## src/sv/particle_octahedron_expander_macros.svh

```systemverilog
// Assertion macros shared by the expander modules.
`ifndef PARTICLE_OCTAHEDRON_EXPANDER_MACROS_SVH
`define PARTICLE_OCTAHEDRON_EXPANDER_MACROS_SVH

// same-cycle implication, sampled on clk, off while rst is high
`define POE_ASSERT_IMP(lbl, ante, cons, msg) \
  lbl: assert property (@(posedge clk) disable iff (rst) (ante) |-> (cons)) \
    else $error(msg);

// next-cycle implication, sampled on clk, off while rst is high
`define POE_ASSERT_NXT(lbl, ante, cons, msg) \
  lbl: assert property (@(posedge clk) disable iff (rst) (ante) |=> (cons)) \
    else $error(msg);

`endif

```

## src/sv/poe_pkg.sv

```systemverilog
// Shared constants, face table and control types of the octahedron expander.
`timescale 1ns / 1ps
package poe_pkg;

  localparam int MAX_PARTICLES = 4096;
  localparam int LIMIT_RESET   = 4096;
  localparam int CNT_W         = 13;
  localparam int IDX_W         = 15;
  localparam int POS_W         = 32;
  localparam int QUAT_W        = 16;
  localparam int SCL_W         = 24;
  localparam int QPROD_W       = 32;
  localparam int MAT_W         = 34;
  localparam int PROD_W        = SCL_W + 1 + MAT_W;
  localparam int NORM_W        = 16;
  localparam int IN_W          = 232;
  localparam int OUT_W         = 224;

  localparam logic [2:0] LAST_DIR = 3'd5;

  localparam logic [2:0] FACE_TABLE [24] = '{
    3'd0, 3'd2, 3'd4, 3'd2, 3'd1, 3'd4, 3'd1, 3'd3, 3'd4, 3'd3, 3'd0, 3'd4,
    3'd2, 3'd0, 3'd5, 3'd1, 3'd2, 3'd5, 3'd3, 3'd1, 3'd5, 3'd0, 3'd3, 3'd5
  };

  function automatic logic [2:0] face_entry(input logic [4:0] idx);
    return (idx < 5'd24) ? FACE_TABLE[idx] : 3'd0;
  endfunction

  typedef struct packed {
    logic             load;
    logic             qmul;
    logic             mat;
    logic             issue;
    logic [2:0]       k;
    logic [IDX_W-1:0] base;
  } dp_cmd_t;

  typedef struct packed {
    logic adv;
  } dp_sts_t;

endpackage

```

## src/sv/poe_ctrl.sv

```systemverilog
// Sequencer: particle counter, limit register and per-vertex issue control.
`timescale 1ns / 1ps
`include "particle_octahedron_expander_macros.svh"
module poe_ctrl import poe_pkg::*; (
  input  logic             clk,
  input  logic             rst,
  input  logic             s_axis_tvalid,
  output logic             s_axis_tready,
  input  logic             s_axis_tuser,
  input  logic             cfg_valid,
  output logic             cfg_ready,
  input  logic [CNT_W-1:0] cfg_data,
  output dp_cmd_t          cmd,
  input  dp_sts_t          sts
);

  localparam logic [1:0] ST_IDLE = 2'd0;
  localparam logic [1:0] ST_QMUL = 2'd1;
  localparam logic [1:0] ST_MAT  = 2'd2;
  localparam logic [1:0] ST_EMIT = 2'd3;

  logic [1:0]       state;
  logic [CNT_W-1:0] counter;
  logic [CNT_W-1:0] limit;
  logic [IDX_W-1:0] base;
  logic [2:0]       k;

  logic [CNT_W-1:0] cnt_eff;
  logic [CNT_W-1:0] lim_eff;
  logic [IDX_W-1:0] base_next;
  logic             run;
  logic             accept;

  assign cnt_eff   = s_axis_tuser ? '0 : counter;
  assign lim_eff   = (limit > CNT_W'(MAX_PARTICLES)) ? CNT_W'(MAX_PARTICLES) : limit;
  assign run       = cnt_eff < lim_eff;
  assign s_axis_tready = (state == ST_IDLE);
  assign accept    = s_axis_tvalid && s_axis_tready;
  // effective counter * 6
  assign base_next = IDX_W'({cnt_eff, 2'b00}) + IDX_W'({cnt_eff, 1'b0});
  assign cfg_ready = 1'b1;

  always_comb begin
    cmd.load  = accept && run;
    cmd.qmul  = (state == ST_QMUL);
    cmd.mat   = (state == ST_MAT);
    cmd.issue = (state == ST_EMIT) && sts.adv;
    cmd.k     = k;
    cmd.base  = base;
  end

  always_ff @(posedge clk) begin
    if (rst) begin
      state   <= ST_IDLE;
      counter <= '0;
      limit   <= CNT_W'(LIMIT_RESET);
      k       <= '0;
    end else begin
      if (cfg_valid) begin
        limit <= cfg_data;
      end
      unique case (state)
        ST_IDLE: begin
          if (accept) begin
            counter <= run ? cnt_eff + 1'b1 : cnt_eff;
            if (run) begin
              base  <= base_next;
              state <= ST_QMUL;
            end
          end
        end
        ST_QMUL: begin
          state <= ST_MAT;
        end
        ST_MAT: begin
          k     <= '0;
          state <= ST_EMIT;
        end
        ST_EMIT: begin
          if (sts.adv) begin
            if (k == LAST_DIR) begin
              state <= ST_IDLE;
            end else begin
              k <= k + 1'b1;
            end
          end
        end
        default: begin
          state <= ST_IDLE;
        end
      endcase
    end
  end

  `POE_ASSERT_IMP(a_cnt_max, 1'b1, counter <= CNT_W'(MAX_PARTICLES), "counter past maximum")
  `POE_ASSERT_NXT(a_last_idle, cmd.issue && (k == LAST_DIR), state == ST_IDLE, "no return to idle")

endmodule

```

## config.mk

```make
export PLATFORM = sky130hd
export DESIGN_NAME = poe_ctrl
export DESIGN_NICKNAME = d
export VERILOG_FILES = /design/src/sv/poe_pkg.sv /design/src/sv/poe_ctrl.sv
export VERILOG_INCLUDE_DIRS = /design/src /design/src/sv
export SDC_FILE = /design/constraint.sdc
export NUM_CORES = 1
export LEC_CHECK = 0
export ABC_AREA = 1
export CAP_MARGIN = 25
export CORE_MARGIN = 4
export CORE_UTILIZATION = 38
export DETAILED_ROUTE_END_ITERATION = 7
export DONT_BUFFER_PORTS = 1
export HOLD_SLACK_MARGIN = 0.05
export RECOVER_POWER = 50
export SLEW_MARGIN = 20
export SYNTH_ARGS = -nofsm -noshare
export SYNTH_HDL_FRONTEND = slang
export SYNTH_SLANG_ARGS = --single-unit
```

## constraint.sdc

```tcl
create_clock -name clk -period 9.1 [get_ports clk]
set_input_delay 1.82 -clock clk [delete_from_list [all_inputs] [get_ports clk]]
set_output_delay 1.82 -clock clk [all_outputs]
set_load 0.005 [all_outputs]
```

* Word level (Yosys, flattened, before mapping)
Cells that the tools add are included.
Storage, ports and cells: input port bits 19, bits in registers 46, word-level logic and storage cells 40
Operators by class: equal/unequal tests 9, bitwise operators 1, mux-type cells 11, add/subtract/negate cells 3, reductions and logical operators 9, magnitude comparators 2
Operators with widths (count):
- 13-bit 2-to-1 mux | 3
- 15-bit by 14-bit adder with 15-bit output | 1
- 13-bit by 1-bit adder with 13-bit output, second input constant | 1
- 13-bit greater-than comparator, second input constant | 1
- 13-bit < comparator | 1
- 2-bit 2-to-1 mux | 4
- 2-bit case mux with 4 select lines | 1
- 4-bit AND reduction | 2
- 3-bit 2-to-1 mux | 2
- 2-bit by 1-bit != test with 1-bit output, second input constant | 3
- 3-bit case mux with 2 select lines | 1
- 2-bit equality test, second input constant | 2
- 2-bit != test, second input constant | 2
- 3-bit by 1-bit adder with 3-bit output, second input constant | 1
- 3-bit equality test, second input constant | 1
- 1-bit logical AND | 3
- 3-bit AND reduction | 1
- 2-bit by 1-bit equality test with 1-bit output, second input constant | 1
- 2-bit logical NOT | 1
- 2-bit AND reduction | 1
- 2-bit nonzero test | 1
- 1-bit NOT | 1

* Logic depth before layout (Yosys ltp)
Gate-level depths: netlist of run 1.
word-level depth 6, mapped depth 18, mapped depth without buffers 17

* Worst setup path before layout of run 1
No wires, ideal clock.
kind input port to output port, start point in s_axis_tuser, end point out cmd[21] (netlist bit), path slack 4.115 ns, buffers on the path 1, stages on the path 10, arrival time 3.165 ns, cells stage by stage clkbuf_1 nor2_1 ha_1 nand2_2 inv_1 nand2_1 nand2_1 a21oi_4 nand2_4 nor2_2
RTL lines:
- start, declared | RTL line poe_ctrl.sv:9 | input logic s_axis_tuser,
- end, declared | RTL line poe_ctrl.sv:13 | output dp_cmd_t cmd,

==> results of run 1 <==
path summary, 6_finish.rpt:
check	start	endpoint	slack, ns	cells after the start
setup / recovery	s_axis_tuser	cmd[21]	4.00	11
hold / removal	counter[1]	counter[1]	0.46	2
setup reg to reg	limit[2]	base[7]	6.13	11
hold reg to reg	counter[1]	counter[1]	0.46	2
registers in the layout (all words and copies together) (netlist names):
name     flops
base        14
limit       13
state        2
counter     13
k            3
Yosys cell counts, drive strengths merged (2+ instances only):
cell type  instances  area (um^2)
xnor2              3         26.3
nor2              67          274
nand4              6         37.5
ha                30          375
clkbuf             6         22.5
nand3             16         80.1
edfxtp            14          420
conb               2         7.51
nand3b             4         30.0
nand2            115          444
o21ai             21          105
inv               60          225
dfxtp             31          621
nor3               6         45.0
xor2               7         61.3
buf                5         40.0
nor4               3         18.8
a21oi             21          120
o22ai              2         12.5
worst min-delay path, stage by stage (launching register included):
cell and delay [ns]:
dfxtp_1 0.31, nand2_1 0.06, a21oi_1 0.05
power breakdown:
part           switching (mW)  internal, mW
Sequential             0.0110         0.225
Clock                  0.0669        0.0896
Combinational          0.0692        0.0305
Total                   0.147         0.345
stage by stage:
stage,hold slack [ns],setup WS (ns)
3_5_place_dp,0.450,3.99
6_report,0.463,4.00
3_3_place_gp,0.449,4.02
4_1_cts,0.462,3.99
5_1_grt,0.484,3.84
2_1_floorplan,0.445,4.11
final cells by class:
cell class,count,area share
multi-input combinational,311,0.531
sequential,45,0.322
inverter,61,0.0709
tap,102,0.0395
clock buffer,7,0.0267
clock inverter,1,0.00930
metal layers:
| metal | routed length, um | GRT usage |
|---|---|---|
| met2 | 2840 | 0.216 |
| met4 | 127 | 0.0511 |
| met1 | 3350 | 0.206 |
| met3 | 294 | 0.0330 |
| met5 | 0 | 0 |
kinds of logic (layout without fill, tap and decap cells):
family | Yosys count | count (layout) | synth area share
AO/OA/AOI/OAI | 48 | 48 | 0.0881
XOR/XNOR | 10 | 10 | 0.0288
adder cells (fa/ha/maj) | 31 | 31 | 0.130
buffers and inverters | 72 | 69 | 0.0959
flip-flops | 45 | 45 | 0.343
other | 2 | 2 | 0.00247
AND/OR/NAND/NOR | 220 | 220 | 0.312
==> results.json, run 1 <==
{
  "outcome": "completed",
  "hold_class": "reg -> reg",
  "synth-seq-area-share": 0.343,
  "num_vias": 2515,
  "pwr_density_cell_nw_per_um2": 153,
  "synth_edf_count": 14,
  "h-tree-depth": 2,
  "synthToLayoutAreaGrowth_pct": 6.26,
  "post-route-period-util": 0.561,
  "setup_violations": 0,
  "seq_area_um2": 1040,
  "grt_pass1_vias": 2353,
  "finalHoldViolCount": 0,
  "fin_cells": 527,
  "syn_inst": 428,
  "crit_family": "simple AND/OR/NAND/NOR gates",
  "worstPathMaxFanout": 14,
  "final_common_cell": "nand2_1",
  "grt_overflow_total": 0,
  "postRouteAntennaNets": 0,
  "cts_buffers": 5,
  "placed_cells": 519,
  "cts-resized-gates": 0,
  "antenna_found_initial": 0,
  "clockRootBuffer": "clkbuf_8",
  "period_minus_slack_ns": 5.10,
  "synth_fp_nets": 478,
  "fin_util": 0.416,
  "synth_area_per_cell_um2": 7.10,
  "place_area_um2": 3110,
  "worst_setup_path_start_kind": "primary input",
  "crit_path_cell_trace": "inv_1 -> nand2_1 -> inv_1 -> ha_1 -> nand2_2 -> inv_1 -> nand2_1 -> nand2_1 -> a21oi_4 -> nand2_4 -> nor2_2",
  "track_usage": 0.145,
  "netlist_area_um2": 3040,
  "clock_latency_ns": 0.30,
  "drc": 0,
  "maxSlewHeadroom": 0.556,
  "grt_max_degree": 23,
  "drv_slew": 0,
  "slowest_delay_ns": 0.28,
  "firstDrtPassIters": 5,
  "p_leak_nw": 1.54,
  "fmax_ghz": 0.196,
  "cp.required_ns": 7.28,
  "synth-seq-cells": 45,
  "async_reset_ff_frac": 0,
  "cts_tree": "yes",
  "postCtsSetupBuffers": 0,
  "die_h_um": 97.4,
  "p_total_mw": 0.493,
  "fillCellCount": 834,
  "cts.clk_slew.worst_paths_ns": 0.08,
  "ys_types": 39,
  "rows": 32,
  "synthFlopType": "dfxtp_1",
  "routabilityCongestion": 0.892,
  "postCtsHoldBufs": 0,
  "drv_cap": 0,
  "cts.sinks": 45,
  "rsz0062_at_grt": "false",
  "endpoint_kind": "output pin",
  "skew_ns": 0.00963,
  "wl_per_cell_um": 12.6,
  "cp_data_arrival_time_ns": 3.28,
  "critical_path_class": "in -> out",
  "multiInputGateArea_um2": 1720,
  "ir_drop_v": 0.0000903,
  "worst_pin_slew_ns": 0.663,
  "fp.dieW_um": 97.4,
  "layout-drive-gt1-share": 0.0518,
  "grt_pass1_wl_um": 11400,
  "avgViaCountPerCell": 4.77,
  "port_buffers": 0,
  "crit_slowest_cell": "ha_1",
  "fin_nets": 474,
  "yosysWarningCount": 0,
  "drt_iter0_drc": 146,
  "routed_wl_um": 6610,
  "ios": 43,
  "n_antenna_cell": 0,
  "fin_tns_setup_ns": 0,
  "finalInstanceArea_um2": 3230,
  "die-area_um2": 9490,
  "critPathBufInv": 3,
  "coreArea_um2": 7770,
  "ctsLongestPathBuffers": 2,
  "layout_common_cells": "nand2_1 (112), nor2_1 (63), inv_1 (59)",
  "dp_hpwl_um": 5320,
  "initial_utilization": 0.391
}
(Power assumes the default switching activity.)
==> run 2: changes to the inputs <==
--- a/config.mk
+++ b/config.mk
@@ -6,7 +6,7 @@
 export SDC_FILE = /design/constraint.sdc
 export NUM_CORES = 1
 export LEC_CHECK = 0
-export ABC_AREA = 1
+export ABC_AREA = 0
 export CAP_MARGIN = 25
 export CORE_MARGIN = 4
 export CORE_UTILIZATION = 38
==> constraint.sdc (replaced) <==
create_clock -name clk -period 4.8 [get_ports clk]
set_input_delay 0.96 -clock clk [delete_from_list [all_inputs] [get_ports clk]]
set_output_delay 0.96 -clock clk [all_outputs]
set_load 0.005 [all_outputs]
==> run 2 against run 1 <==
  * Die area is 8.0% lower
  * Critical path depth fell by 5
  * Critical endpoint unchanged
  * Critical path type unchanged
  * Routed wire length is 12% lower
  * Combinational power rose by 57%
  * First-iteration DRC count is 12% lower
==> results.json, run 2 <==
{
  "port_buffers": 0,
  "cts_buffers": 5,
  "drt_iter0_drc": 128,
  "async_reset_ff_frac": 0,
  "reg_top3": "base x14, counter x13, limit x13",
  "critPathBufInv": 1,
  "die_h_um": 93.4,
  "synth_area_per_cell_um2": 9.15,
  "fin_cells": 396,
  "drc": 0,
  "postCtsSetupBuffers": 0,
  "die-area_um2": 8730,
  "synth-seq-area-share": 0.375,
  "drv_slew": 0,
  "synthToLayoutAreaGrowth_pct": 6.86,
  "final_common_cell": "nand2_1",
  "cts_tree": "yes",
  "ctsLongestPathBuffers": 2,
  "rsz0062_at_grt": "false",
  "crit_path_cell_trace": "nand2b_1 -> inv_1 -> ha_1 -> a2111oi_0 -> a21oi_1 -> nor3_2",
  "synthFlopType": "dfxtp_1",
  "fin_nets": 349,
  "ios": 43,
  "grt_pass1_wl_um": 9760,
  "ys_top_cells_by_area": "dfxtp_1 (22%), edfxtp_1 (15%), ha_1 (14%)",
  "fp.dieW_um": 93.4,
  "grtUsageMet2": 0.210,
  "grt_overflow_total": 0,
  "routed_wl_um": 5830,
  "dp_hpwl_um": 4380,
  "firstDrtPassIters": 4,
  "hold_class": "reg -> reg",
  "worst_pin_slew_ns": 0.654,
  "largest-register": "base",
  "clock_latency_ns": 0.30,
  "netlist_area_um2": 2770,
  "fillCellCount": 700,
  "yosysWarningCount": 0,
  "synth-seq-cells": 45,
  "synth_largest_area_cell": "dfxtp_1",
  "clockRootBuffer": "clkbuf_8",
  "ys_types": 54,
  "crit_family": "compound AO/OA/AOI/OAI gates",
  "cts.sinks": 45,
  "use_met3": 0.0322,
  "fmax_ghz": 0.291,
  "n_antenna_cell": 0,
  "crit_slowest_cell": "a2111oi_0",
  "ir_drop_v": 0.000139,
  "avgViaCountPerCell": 5.25,
  "cts.clk_slew.worst_paths_ns": 0.09,
  "p_leak_nw": 1.22,
  "worst_setup_path_start_kind": "primary input",
  "period_minus_slack_ns": 3.44,
  "cp.required_ns": 3.84,
  "postRouteAntennaNets": 0,
  "endpoint_kind": "output pin",
  "synth_fp_nets": 353,
  "setup_violations": 0,
  "h-tree-depth": 2,
  "grt_pass1_vias": 2020,
  "synth_edf_count": 14,
  "worstPathMaxFanout": 14,
  "layout_common_cells": "nand2_1 (34), dfxtp_1 (31), ha_1 (30)",
  "grt_max_degree": 29,
  "rows": 30,
  "skew_ns": 0.00465,
  "hold_ws_ns": 0.452,
  "initial_utilization": 0.399,
  "maxSlewHeadroom": 0.553,
  "placed_cells": 388,
  "synthTopCellsByCount": "nand2_1 (34), dfxtp_1 (31), ha_1 (30)",
  "post-route-period-util": 0.716,
  "drv_cap": 0,
  "cts-resized-gates": 0,
  "track_usage": 0.140,
  "critical_path_class": "in -> out",
  "coreArea_um2": 6940,
  "fin_tns_setup_ns": 0,
  "top_usage_layer": "met2",
  "slowest_delay_ns": 0.38,
  "num_vias": 2079,
  "layout-drive-gt1-share": 0.0867,
  "largest_reg_flops": 14,
  "antenna_found_initial": 0,
  "wl_per_cell_um": 14.7,
  "finalHoldViolCount": 0,
  "syn_inst": 303,
  "grtUsageMet1": 0.196,
  "cp_data_arrival_time_ns": 2.48,
  "pwr_density_cell_nw_per_um2": 297,
  "routabilityCongestion": 0.841,
  "postCtsHoldBufs": 0,
  "yosysMostFrequentCell": "nand2_1",
  "outcome": "completed",
  "synth_top_area_share": 0.224
}
## run 2: routing by layer
layer,part of all wire,vias to the layer above
met2,0.43,40
met5,0,-
li1,-,1076
met4,0.011,0
met1,0.52,958
met3,0.038,5
## run 2: path summary, 6_finish.rpt
kind	slack [ns]	endpoint	depth (start not counted)	startpoint
hold reg to reg	0.45	counter[1]	2	counter[1]
setup / recovery	1.36	cmd[21]	6	s_axis_tuser
setup reg to reg	1.67	base[14]	10	counter[0]
hold / removal	0.45	counter[1]	2	counter[1]
## run 2: kinds of logic after synthesis
logic type	Yosys count	share of synthesized area
AND/OR/NAND/NOR	117	0.203
XOR/XNOR	11	0.0347
multiplexers	16	0.0582
AO/OA/AOI/OAI	55	0.143
buffers and inverters	26	0.0415
other	2	0.00271
adder cells (fa/ha/maj)	31	0.143
flip-flops	45	0.375
## run 2: final cells by class
type / instances / area, um^2 / area share
timing repair buffer: 2 / 15.0 / 0.00507
tap: 96 / 120 / 0.0405
inverter: 13 / 48.8 / 0.0165
clock buffer: 6 / 93.8 / 0.0317
clock inverter: 2 / 16.3 / 0.00549
sequential: 45 / 1040 / 0.351
multi-input combinational: 232 / 1630 / 0.550
## run 2: worst reg2reg max path, cell delays in order, from the launching register on
cell       delay (ns)
dfxtp_1          0.33
nor2b_1          0.33
ha_1             0.34
inv_1            0.10
fa_1             0.42
nor2b_1          0.17
o31a_1           0.19
o31ai_2          0.09
a2111oi_0        0.61
o41ai_1          0.15
xnor2_1          0.14
## run 2: per-stage QoR
stage               utilization  cell area (um^2)  worst slack (ns)  power (mW)
floorplan                     -              2770             0.655       0.582
global placement          0.411              2850              1.25       0.613
detailed placement        0.411              2850              1.09       0.616
CTS                       0.427              2960              1.36       0.893
global route              0.427              2960              1.19       0.928
finish                    0.427              2960              1.36       0.881
## run 2: power by group
part	switching (mW)	internal, mW	total [mW]
Clock	0.142	0.135	0.277
Sequential	0.0195	0.427	0.447
Combinational	0.102	0.0554	0.157
Total	0.263	0.618	0.881
